**config.mk**
```make
export PLATFORM = sky130hd
export DESIGN_NAME = xmodem_block_receiver
export DESIGN_NICKNAME = d
export VERILOG_FILES = /design/src/sv/xmbr_pkg.sv /design/src/sv/xmbr_deframer.sv /design/src/sv/xmodem_block_receiver.sv
export SDC_FILE = /design/constraint.sdc
export NUM_CORES = 1
export LEC_CHECK = 0
export BUFFER_PORTS_ARGS = -buffer_cell sky130_fd_sc_hd__buf_2
export CELL_PAD_IN_SITES_DETAIL_PLACEMENT = 0
export CELL_PAD_IN_SITES_GLOBAL_PLACEMENT = 1
export CORE_ASPECT_RATIO = 1.25
export CORE_UTILIZATION = 51
export CTS_BUF_LIST = sky130_fd_sc_hd__clkbuf_16
export DETAILED_ROUTE_END_ITERATION = 6
export GPL_TIMING_DRIVEN = 0
export PLACE_DENSITY_LB_ADDON = 0.2
export SETUP_SLACK_MARGIN = 0.05
export SYNTH_ARGS = -nofsm -noshare
export SYNTH_HDL_FRONTEND = slang
export SYNTH_SLANG_ARGS = --single-unit
```
**constraint.sdc**
```tcl
create_clock -name clk -period 7.6 [get_ports clk]
set_input_delay 1.9 -clock clk [delete_from_list [all_inputs] [get_ports clk]]
set_output_delay 1.9 -clock clk [all_outputs]
set_load 0.1 [all_outputs]
```
**src/sv/xmbr_pkg.sv**
```systemverilog
// ----------------------------------------------------------------------------
// XMODEM block receiver package
// Beat types, header bytes, status codes and the deframer phase encoding.
// ----------------------------------------------------------------------------
`default_nettype none

package xmbr_pkg;

    // Input kinds.
    localparam logic KIND_BYTE    = 1'b0;
    localparam logic KIND_TIMEOUT = 1'b1;

    // Result kinds.
    localparam logic RES_DATA   = 1'b0;
    localparam logic RES_STATUS = 1'b1;

    // Header bytes.
    localparam logic [7:0] HDR_SOH = 8'h01;
    localparam logic [7:0] HDR_STX = 8'h02;
    localparam logic [7:0] HDR_EOT = 8'h04;
    localparam logic [7:0] HDR_CAN = 8'h18;

    // Block lengths.
    localparam logic [10:0] LEN_LARGE = 11'd1024;
    localparam logic [10:0] LEN_SMALL = 11'd128;

    // Block status codes.
    localparam logic [1:0] ST_GOOD  = 2'd0;
    localparam logic [1:0] ST_END   = 2'd1;
    localparam logic [1:0] ST_ERROR = 2'd2;

    // Deframer phases.
    typedef enum logic [2:0] {
        PH_HEADER = 3'd0,
        PH_SEQ    = 3'd1,
        PH_COMP   = 3'd2,
        PH_DATA   = 3'd3,
        PH_SUM    = 3'd4
    } phase_t;

    // One input beat.
    typedef struct packed {
        logic       kind;
        logic [7:0] rx_byte;
    } item_t;

    // One result beat.
    typedef struct packed {
        logic        result_kind;
        logic [7:0]  data_byte;
        logic [9:0]  byte_index;
        logic [1:0]  status;
        logic [10:0] block_length;
        logic [7:0]  sequence_res;
    } result_t;

endpackage

`default_nettype wire

```
**src/sv/xmbr_deframer.sv**
```systemverilog
// ----------------------------------------------------------------------------
// XMODEM deframer
// Holds the block state and turns each accepted beat into at most one result.
// ----------------------------------------------------------------------------
`default_nettype none

module xmbr_deframer (
    input  wire logic             clk,
    input  wire logic             rst_n,
    input  wire logic             step_en,
    input  wire xmbr_pkg::item_t  item,
    output logic                  step_valid,
    output xmbr_pkg::result_t     step_result
);

    xmbr_pkg::phase_t phase_reg, phase_next;
    logic             large_reg, large_next;
    logic [7:0]       seq_reg, seq_next;
    logic [10:0]      count_reg, count_next;
    logic [7:0]       sum_reg, sum_next;

    logic             timeout;
    logic [7:0]       rx;
    logic [10:0]      blk_len;
    logic [10:0]      count_inc;
    logic [7:0]       got;
    logic             has_result;

    assign timeout   = (item.kind == xmbr_pkg::KIND_TIMEOUT);
    assign rx        = item.rx_byte;
    assign blk_len   = large_reg ? xmbr_pkg::LEN_LARGE : xmbr_pkg::LEN_SMALL;
    assign count_inc = count_reg + 11'd1;
    assign got       = timeout ? 8'h00 : rx;

    // State register; it only moves on an accepted beat.
    always_ff @(posedge clk or negedge rst_n)
    begin
        if (!rst_n)
        begin
            phase_reg <= xmbr_pkg::PH_HEADER;
            large_reg <= 1'b0;
            seq_reg   <= 8'h00;
            count_reg <= 11'd0;
            sum_reg   <= 8'h00;
        end
        else if (step_en)
        begin
            phase_reg <= phase_next;
            large_reg <= large_next;
            seq_reg   <= seq_next;
            count_reg <= count_next;
            sum_reg   <= sum_next;
        end
    end

    // Next state and the result of the current beat.
    always_comb
    begin
        phase_next  = phase_reg;
        large_next  = large_reg;
        seq_next    = seq_reg;
        count_next  = count_reg;
        sum_next    = sum_reg;
        has_result  = 1'b0;
        step_result = '0;
        step_result.result_kind = xmbr_pkg::RES_STATUS;

        case (phase_reg)
            xmbr_pkg::PH_SEQ:
            begin
                if (timeout)
                begin
                    has_result         = 1'b1;
                    step_result.status = xmbr_pkg::ST_ERROR;
                    phase_next         = xmbr_pkg::PH_HEADER;
                end
                else
                begin
                    seq_next   = rx;
                    phase_next = xmbr_pkg::PH_COMP;
                end
            end
            xmbr_pkg::PH_COMP:
            begin
                if (timeout)
                begin
                    has_result         = 1'b1;
                    step_result.status = xmbr_pkg::ST_ERROR;
                    phase_next         = xmbr_pkg::PH_HEADER;
                end
                else if ((rx ^ seq_reg) != 8'hFF)
                begin
                    has_result               = 1'b1;
                    step_result.status       = xmbr_pkg::ST_ERROR;
                    step_result.sequence_res = seq_reg;
                    phase_next               = xmbr_pkg::PH_HEADER;
                end
                else
                begin
                    phase_next = xmbr_pkg::PH_DATA;
                end
            end
            xmbr_pkg::PH_DATA:
            begin
                if (timeout)
                begin
                    // A short block goes straight to the checksum.
                    phase_next = xmbr_pkg::PH_SUM;
                end
                else
                begin
                    has_result               = 1'b1;
                    step_result.result_kind  = xmbr_pkg::RES_DATA;
                    step_result.data_byte    = rx;
                    step_result.byte_index   = count_reg[9:0];
                    step_result.status       = xmbr_pkg::ST_GOOD;
                    step_result.sequence_res = seq_reg;
                    sum_next                 = sum_reg + rx;
                    count_next               = count_inc;
                    if (count_inc >= blk_len)
                    begin
                        phase_next = xmbr_pkg::PH_SUM;
                    end
                end
            end
            xmbr_pkg::PH_SUM:
            begin
                has_result               = 1'b1;
                step_result.sequence_res = seq_reg;
                phase_next               = xmbr_pkg::PH_HEADER;
                if (got != sum_reg)
                begin
                    step_result.status = xmbr_pkg::ST_ERROR;
                end
                else
                begin
                    step_result.status       = xmbr_pkg::ST_GOOD;
                    step_result.block_length = blk_len;
                end
            end
            default:
            begin
                // Waiting for a header byte.
                phase_next = xmbr_pkg::PH_HEADER;
                if (timeout)
                begin
                    has_result         = 1'b1;
                    step_result.status = xmbr_pkg::ST_ERROR;
                end
                else if (rx == xmbr_pkg::HDR_STX || rx == xmbr_pkg::HDR_SOH)
                begin
                    large_next = (rx == xmbr_pkg::HDR_STX);
                    count_next = 11'd0;
                    sum_next   = 8'h00;
                    seq_next   = 8'h00;
                    phase_next = xmbr_pkg::PH_SEQ;
                end
                else if (rx == xmbr_pkg::HDR_EOT || rx == xmbr_pkg::HDR_CAN)
                begin
                    has_result         = 1'b1;
                    step_result.status = xmbr_pkg::ST_END;
                end
                else
                begin
                    has_result         = 1'b1;
                    step_result.status = xmbr_pkg::ST_ERROR;
                end
            end
        endcase

        step_valid = step_en && has_result;
    end

endmodule

`default_nettype wire

```
**src/sv/xmodem_block_receiver.sv**
```systemverilog
// Each result beat is registered, in the skid register first if the result port is stalled.
// Throughput: one input beat per cycle while item_stall is low.
// A two-entry output stage (result register plus skid register) holds one extra beat on a stall;
// item_stall rises only while both entries are full.
// Reset: phase returns to header wait, counters and sum clear, both output entries empty.
// ----------------------------------------------------------------------------
// XMODEM block receiver
// Deframes checksum-variant XMODEM blocks from a stream of bytes and timeouts.
// ----------------------------------------------------------------------------
`default_nettype none

module xmodem_block_receiver (
    input  wire logic             clk,
    input  wire logic             rst_n,
    input  wire logic             item_valid,
    output logic                  item_stall,
    input  wire xmbr_pkg::item_t  item,
    output logic                  result_valid,
    input  wire logic             result_stall,
    output xmbr_pkg::result_t     result
);

    logic              fire;
    logic              step_valid;
    xmbr_pkg::result_t step_result;

    logic              out_valid_reg, out_valid_next;
    xmbr_pkg::result_t out_reg, out_next;
    logic              skid_valid_reg, skid_valid_next;
    xmbr_pkg::result_t skid_reg, skid_next;
    logic              out_free;

    assign item_stall = skid_valid_reg;
    assign fire       = item_valid && !item_stall;

    xmbr_deframer u_deframer (
        .clk         (clk),
        .rst_n       (rst_n),
        .step_en     (fire),
        .item        (item),
        .step_valid  (step_valid),
        .step_result (step_result)
    );

    // Output stage steering: the result register takes the skid beat first.
    always_comb
    begin
        out_free        = !out_valid_reg || !result_stall;
        out_valid_next  = out_valid_reg;
        out_next        = out_reg;
        skid_valid_next = skid_valid_reg;
        skid_next       = skid_reg;
        if (out_free)
        begin
            if (skid_valid_reg)
            begin
                out_valid_next  = 1'b1;
                out_next        = skid_reg;
                skid_valid_next = 1'b0;
            end
            else
            begin
                out_valid_next = step_valid;
                out_next       = step_result;
            end
        end
        else if (step_valid)
        begin
            skid_valid_next = 1'b1;
            skid_next       = step_result;
        end
    end

    // Valid flags.
    always_ff @(posedge clk or negedge rst_n)
    begin
        if (!rst_n)
        begin
            out_valid_reg  <= 1'b0;
            skid_valid_reg <= 1'b0;
        end
        else
        begin
            out_valid_reg  <= out_valid_next;
            skid_valid_reg <= skid_valid_next;
        end
    end

    // Payload registers.
    always_ff @(posedge clk)
    begin
        out_reg  <= out_next;
        skid_reg <= skid_next;
    end

    assign result_valid = out_valid_reg;
    assign result       = out_reg;

endmodule

`default_nettype wire

```
== Word-level counts from Yosys, hierarchy flattened ==
Index checks and enable logic that the tools add are counted.
Widths: inputs -> output; s select.

* Magnitude comparators: 1
* Reductions and logical operators: 19
* Multiplexer cells: 47
* Add/subtract/negate cells: 2
* Eq/ne operators: 11
* Bitwise logic cells: 6

{| class="wikitable"
|+ Operators with widths
! kind !! count
|-
| $mux 11 || 6
|-
| $mux 8 || 8
|-
| $mux 40 || 1
|-
| $pmux 8 s2 || 2
|-
| $pmux 8 s3 || 1
|-
| $pmux 11 s2 || 1
|-
| $mux 21 || 1
|-
| $mux 2 || 10
|-
| $mux 19 || 1
|-
| $pmux 3 s4 || 1
|-
| $reduce_and 4->1 || 3
|-
| $add 11x1->11 const B || 1
|-
| $ge 11x11->1 || 1
|-
| $mux 1 || 10
|-
| $mux 3 || 3
|-
| $add 8x8->8 || 1
|-
| $eq 8x1->1 const B || 1
|-
| $eq 8x2->1 const B || 1
|-
| $eq 8x3->1 const B || 1
|-
| $eq 8x5->1 const B || 1
|-
| $ne 8x8->1 || 1
|-
| $ne 8x8->1 const B || 1
|-
| $pmux 2 s4 || 1
|-
| $xor 8x8->8 || 1
|-
| other kinds (13) || 27
|}

* Output and inout bits: 42
* Register bits: 113

== Depth between registers and ports, before layout ==
* Word-level depth: 8
* Gate-level depth with buffers: 10

== Cells and area by module ==
A second synthesis with hierarchy kept.

* Cell total of the unflattened synthesis: 452
* Area, all modules: 5794.3 um2

{| class="wikitable"
|+ By module, submodules not included
! module !! times used !! cells an instance !! area an instance (um2)
|-
| xmodem_block_receiver || 1 || 132 || 3163.0
|-
| xmbr_deframer || 1 || 320 || 2631.3
|}

== Least setup slack after synthesis ==
No wires, ideal clock.

* Path type: input to register
* Start: input port item[0] in the netlist's numbering
* End: register skid_reg[0] in the netlist's numbering (enable)
* Cell stages on the path: 7
* Setup slack: 3.061 ns
* Setup time: 0.419 ns
* Buffers on the path: 1
* Data arrival time: 4.119 ns
* Required time: 7.181 ns
* Cell sequence: clkbuf_1 -> xor2_1 -> nand3_1 -> nor2_1 -> a31oi_1 -> o21ai_0 -> nor2_1

* Cells in the longest elaborated chain, start to end: 7
* Elaborated cells on any way between the ends: 12

{| class="wikitable"
|+ Ends and longest elaborated chain
! item !! RTL line !! text
|-
| start, declared || xmodem_block_receiver.sv:17 || <nowiki>input wire xmbr_pkg::item_t item,</nowiki>
|-
| $xor 8x8->8 (tied with other cells) || xmbr_deframer.sv:91 || <nowiki>else if ((rx ^ seq_reg) != 8'hFF)</nowiki>
|-
| $ne 8x8->1 or $logic_or 1x1->1 (tied branches) || xmbr_deframer.sv:91, xmbr_deframer.sv:150 ||
|-
| $mux 1, on equally long branches || xmbr_deframer.sv:91, xmbr_deframer.sv:150 ||
|-
| $mux 1, on equally long branches || xmbr_deframer.sv:85, xmbr_deframer.sv:145 ||
|-
| $pmux 1 s4 (*) || xmbr_deframer.sv:68 || <nowiki>case (phase_reg)</nowiki>
|-
| $logic_and 1x1->1 (*) || xmbr_deframer.sv:171 || <nowiki>step_valid = step_en && has_result;</nowiki>
|-
| $reduce_and 2->1 (no source line) (*) || -- ||
|-
| end signal, assigned || xmodem_block_receiver.sv:93 || <nowiki>skid_reg <= skid_next;</nowiki>
|-
| end, declared || xmodem_block_receiver.sv:30 || <nowiki>xmbr_pkg::result_t skid_reg, skid_next;</nowiki>
|}

Every way passes the cells marked *; elsewhere a longest branch is shown, timed or not.
A chain may end at the register's enable or synchronous reset.

== Final worst setup path ==
* Start: input port item[0] in the netlist's numbering
* End: register skid_reg[6] in the netlist's numbering (enable)

Same word-level chain as after synthesis.

==> flow_summary.toml <==
[power]
seqPwrFrac = 0.462
p_int_mw = 0.855
power.share.clock = 0.338
p_sw_mw = 0.424
swShare = 0.331
total_power_mw = 1.28
p_per_area_nw_per_um2 = 232
p_leak_nw = 2.29
vdd_drop_max_mv = 0.103
power_frac_comb = 0.200

[die]
core_area_um2 = 9170
row_count = 39
die_w_um = 88.9
die_area_um2 = 9830
start_util = 0.525
fp.dieH_um = 111
io_pins = 55

[sta]
final.setup.tns_ns = 0
fin_skew_ns = 0.00729
fmax_mhz = 233
min_period_ns = 4.29
tightest_slew_ns = 1.06
fin_ws_ns = 3.31
slew_headroom = 0.288
hold_slack_ns = 0.530
rsz0062_at_grt = "no"
drv_slew = 0
final_hold_viol_count = 0
fin_crit_sh = 0.565
setup_viol = 0

[yosys]
synth_cells = 410
synth-main-ff-cell = "edfxtp_1"
seq_area_frac_synth = 0.559
synth_seq_cells = 95
ys.warnings.count = 0
syn_area_um2 = 4810
synth_enable_flop_cells = 62
syn_avg_cell_area_um2 = 11.7
synth.distinct_cells = 51
synthArstFlopShare = 0.347

[global_route]
grt_usage = 0.218
grt_pass1_wl_um = 16200
grt_overflow = 0
grt_max_degree = 35
antenna_found_initial = 0
grt_pass1_vias = 3128

[cells_and_area]
diodes = 0
final_nets = 498
utilization = 0.602
final.fill_count = 809
seqCellArea_um2 = 2690
syn2layout_area_growth_pct = 14.8
multi_input_area_um2 = 1980
drive_gt1_frac = 0.232

[run]
drv_cap = 0

[clocking]
cts_tree = "yes"
cts_resized = 0
ctsLongestPathBuffers = 2
cts_hold_buffers = 0
clk_pin_slew_ns = 0.07
cts_made_buffers = 9
post_cts_buffers = 0
clock_insertion_delay_worst_skew_ns = 0.34
htreeDepth = 3
root_buffer = "clkbuf_16"
clock-sinks = 95

[setup_path]
cp-start-kind = "input pin"
r2r_start = "u_deframer.count_reg[0]"
path_cells = "buf_2, clkbuf_1, xor2_1, nand3_1, nor2_1, a31oi_1, o21ai_0, nor2_2, buf_8"
rrSetupSlack_ns = 4.64
slowest_stage = "nor2_2"
max_stage_delay_ns = 0.75
path_class = "in -> reg"
cp.required_ns = 7.65
r2r_cells = 10
r2r_end = "u_deframer.phase_reg[0]"
arrival_ns = 4.34
setup.worst_path.end_class = "flop"
path_max_fanout = 18

[drt]
wl_per_cell_um = 16.3
drt-total-wl_um = 9790
remaining_drc_errors = 0
detail-route-antenna-nets = 0
drt-initial-drc-count = 179
vias_per_cell = 5.52
first_pass_iters = 4
num_vias = 3326

[hold_path]
worst_hold_path.endpoint = "u_deframer.count_reg[10]"
min_path_cells = 1
min_path_type = "reg -> reg"
worst_hold_startpoint = "u_deframer.count_reg[10]"

[run_status]
status = "finished clean"

[placed_design]
gp_congestion = 0.905
preCtsSetupSlack_ns = 2.98
portBuffers = 44
dp_hpwl_um = 6990
==> power groups by stage <==
| stage | Clock (mW) | Sequential (mW) | Combinational, mW |
|---|---|---|---|
| floorplan | 0 | 0.741 | 0.0766 |
| global placement | 0 | 0.602 | 0.253 |
| detailed placement | 0 | 0.603 | 0.256 |
| CTS | 0.440 | 0.591 | 0.257 |
| global route | 0.458 | 0.595 | 0.269 |
| finish | 0.433 | 0.591 | 0.256 |
==> cells in the final DEF (no fill, tap or decap), types with 4 or more instances in the layout <==
| cell type | Yosys | layout |
|---|---|---|
| edfxtp_1 | 62 | 62 |
| and2_1 | 25 | 25 |
| nor2_1 | 31 | 30 |
| conb_1 | 1 | 9 |
| nor4bb_1 | 4 | 4 |
| a21oi_1 | 15 | 15 |
| nand4_1 | 4 | 4 |
| o21ai_0 | 23 | 23 |
| ha_1 | 10 | 10 |
| clkbuf_16 | 0 | 9 |
| a31oi_1 | 8 | 8 |
| clkbuf_1 | 17 | 17 |
| buf_4 | 10 | 10 |
| inv_1 | 8 | 8 |
| xor2_1 | 13 | 13 |
| o32ai_1 | 5 | 5 |
| mux2_2 | 27 | 27 |
| nor3_1 | 6 | 6 |
| nand3_1 | 5 | 5 |
| dfrtp_1 | 33 | 33 |
| o31ai_1 | 9 | 9 |
| buf_2 | 2 | 46 |
| xnor2_1 | 9 | 9 |
| nand2b_1 | 5 | 5 |
| a22o_1 | 13 | 13 |
| nand2_1 | 27 | 26 |
==> synth_stat cells, drive strengths merged, types with 3 or more instances <==
cell | number | share of area
o31ai | 9 | 0.014
a21oi | 15 | 0.016
nand2b | 5 | 0.0065
ha | 10 | 0.026
nand4 | 4 | 0.0052
mux2 | 28 | 0.066
a22o | 13 | 0.024
nand2 | 27 | 0.021
and3 | 4 | 0.0055
edfxtp | 62 | 0.39
nor2 | 31 | 0.024
and2 | 26 | 0.034
buf | 12 | 0.018
o21bai | 3 | 0.0047
nor3 | 6 | 0.0062
o21ai | 23 | 0.024
xor2 | 13 | 0.024
a31oi | 8 | 0.010
nand3 | 6 | 0.0073
xnor2 | 9 | 0.016
inv | 8 | 0.0062
nor4bb | 4 | 0.0083
o32ai | 5 | 0.0091
dfrtp | 33 | 0.17
clkbuf | 17 | 0.013
==> layout make-up <==
cell class,count,area share
Sequential cell,95,0.487
Multi-Input combinational cell,286,0.359
Timing Repair Buffer,45,0.0426
Clock buffer,9,0.0408
Tap cell,123,0.0279
Buffer,29,0.0270
Clock inverter,7,0.0113
Inverter,8,0.00544
==> cells by family (layout without fill, tap and decap cells) <==
kind of cell	after synthesis	in the layout	share of synthesized area
buffers and inverters	37	98	0.0372
muxes	29	29	0.0684
adders and majority gates	11	11	0.0302
DFF	95	95	0.559
other	1	9	0.000779
AOI/OAI and AO/OA	89	89	0.127
and+or+nand+nor	126	126	0.138
xor gates and xnor gates	22	22	0.0400
==> per-stage QoR <==
step                std cells  instance area [um^2]
finish                    602                  5520
global route              602                  5520
CTS                       602                  5520
detailed placement        586                  5230
global placement          585                  5220
floorplan                 418                  4840
==> worst max path at each step <==
stage | start | to | slack [ns] | cells after the start
2_1_floorplan | item[0] | skid_reg[0] | 3.06 | 7
3_3_place_gp | item[0] | skid_reg[5] | 2.05 | 8
3_5_place_dp | item[0] | skid_reg[7] | 2.98 | 9
4_1_cts | item[2] | skid_reg[37] | 3.33 | 9
5_1_grt | item[0] | skid_reg[37] | 3.03 | 9
6_report | item[0] | skid_reg[6] | 3.31 | 9
==> worst max-delay path, delay by kind of cell <==
kind                      cells  cell delay, ns
AOI/OAI and AO/OA             2            0.43
buffers and inverters         3            0.80
xor gates and xnor gates      1            0.16
and+or+nand+nor               3            1.02
==> metal layers <==
layer | wire (um) | GRT usage | part of all wire
met3 | 303 | 0.0351 | 0.031
met4 | 112 | 0.0667 | 0.011
met2 | 4800 | 0.345 | 0.49
met5 | 0 | 0 | 0
met1 | 4580 | 0.305 | 0.47
Power figures use the tool's default switching activity.
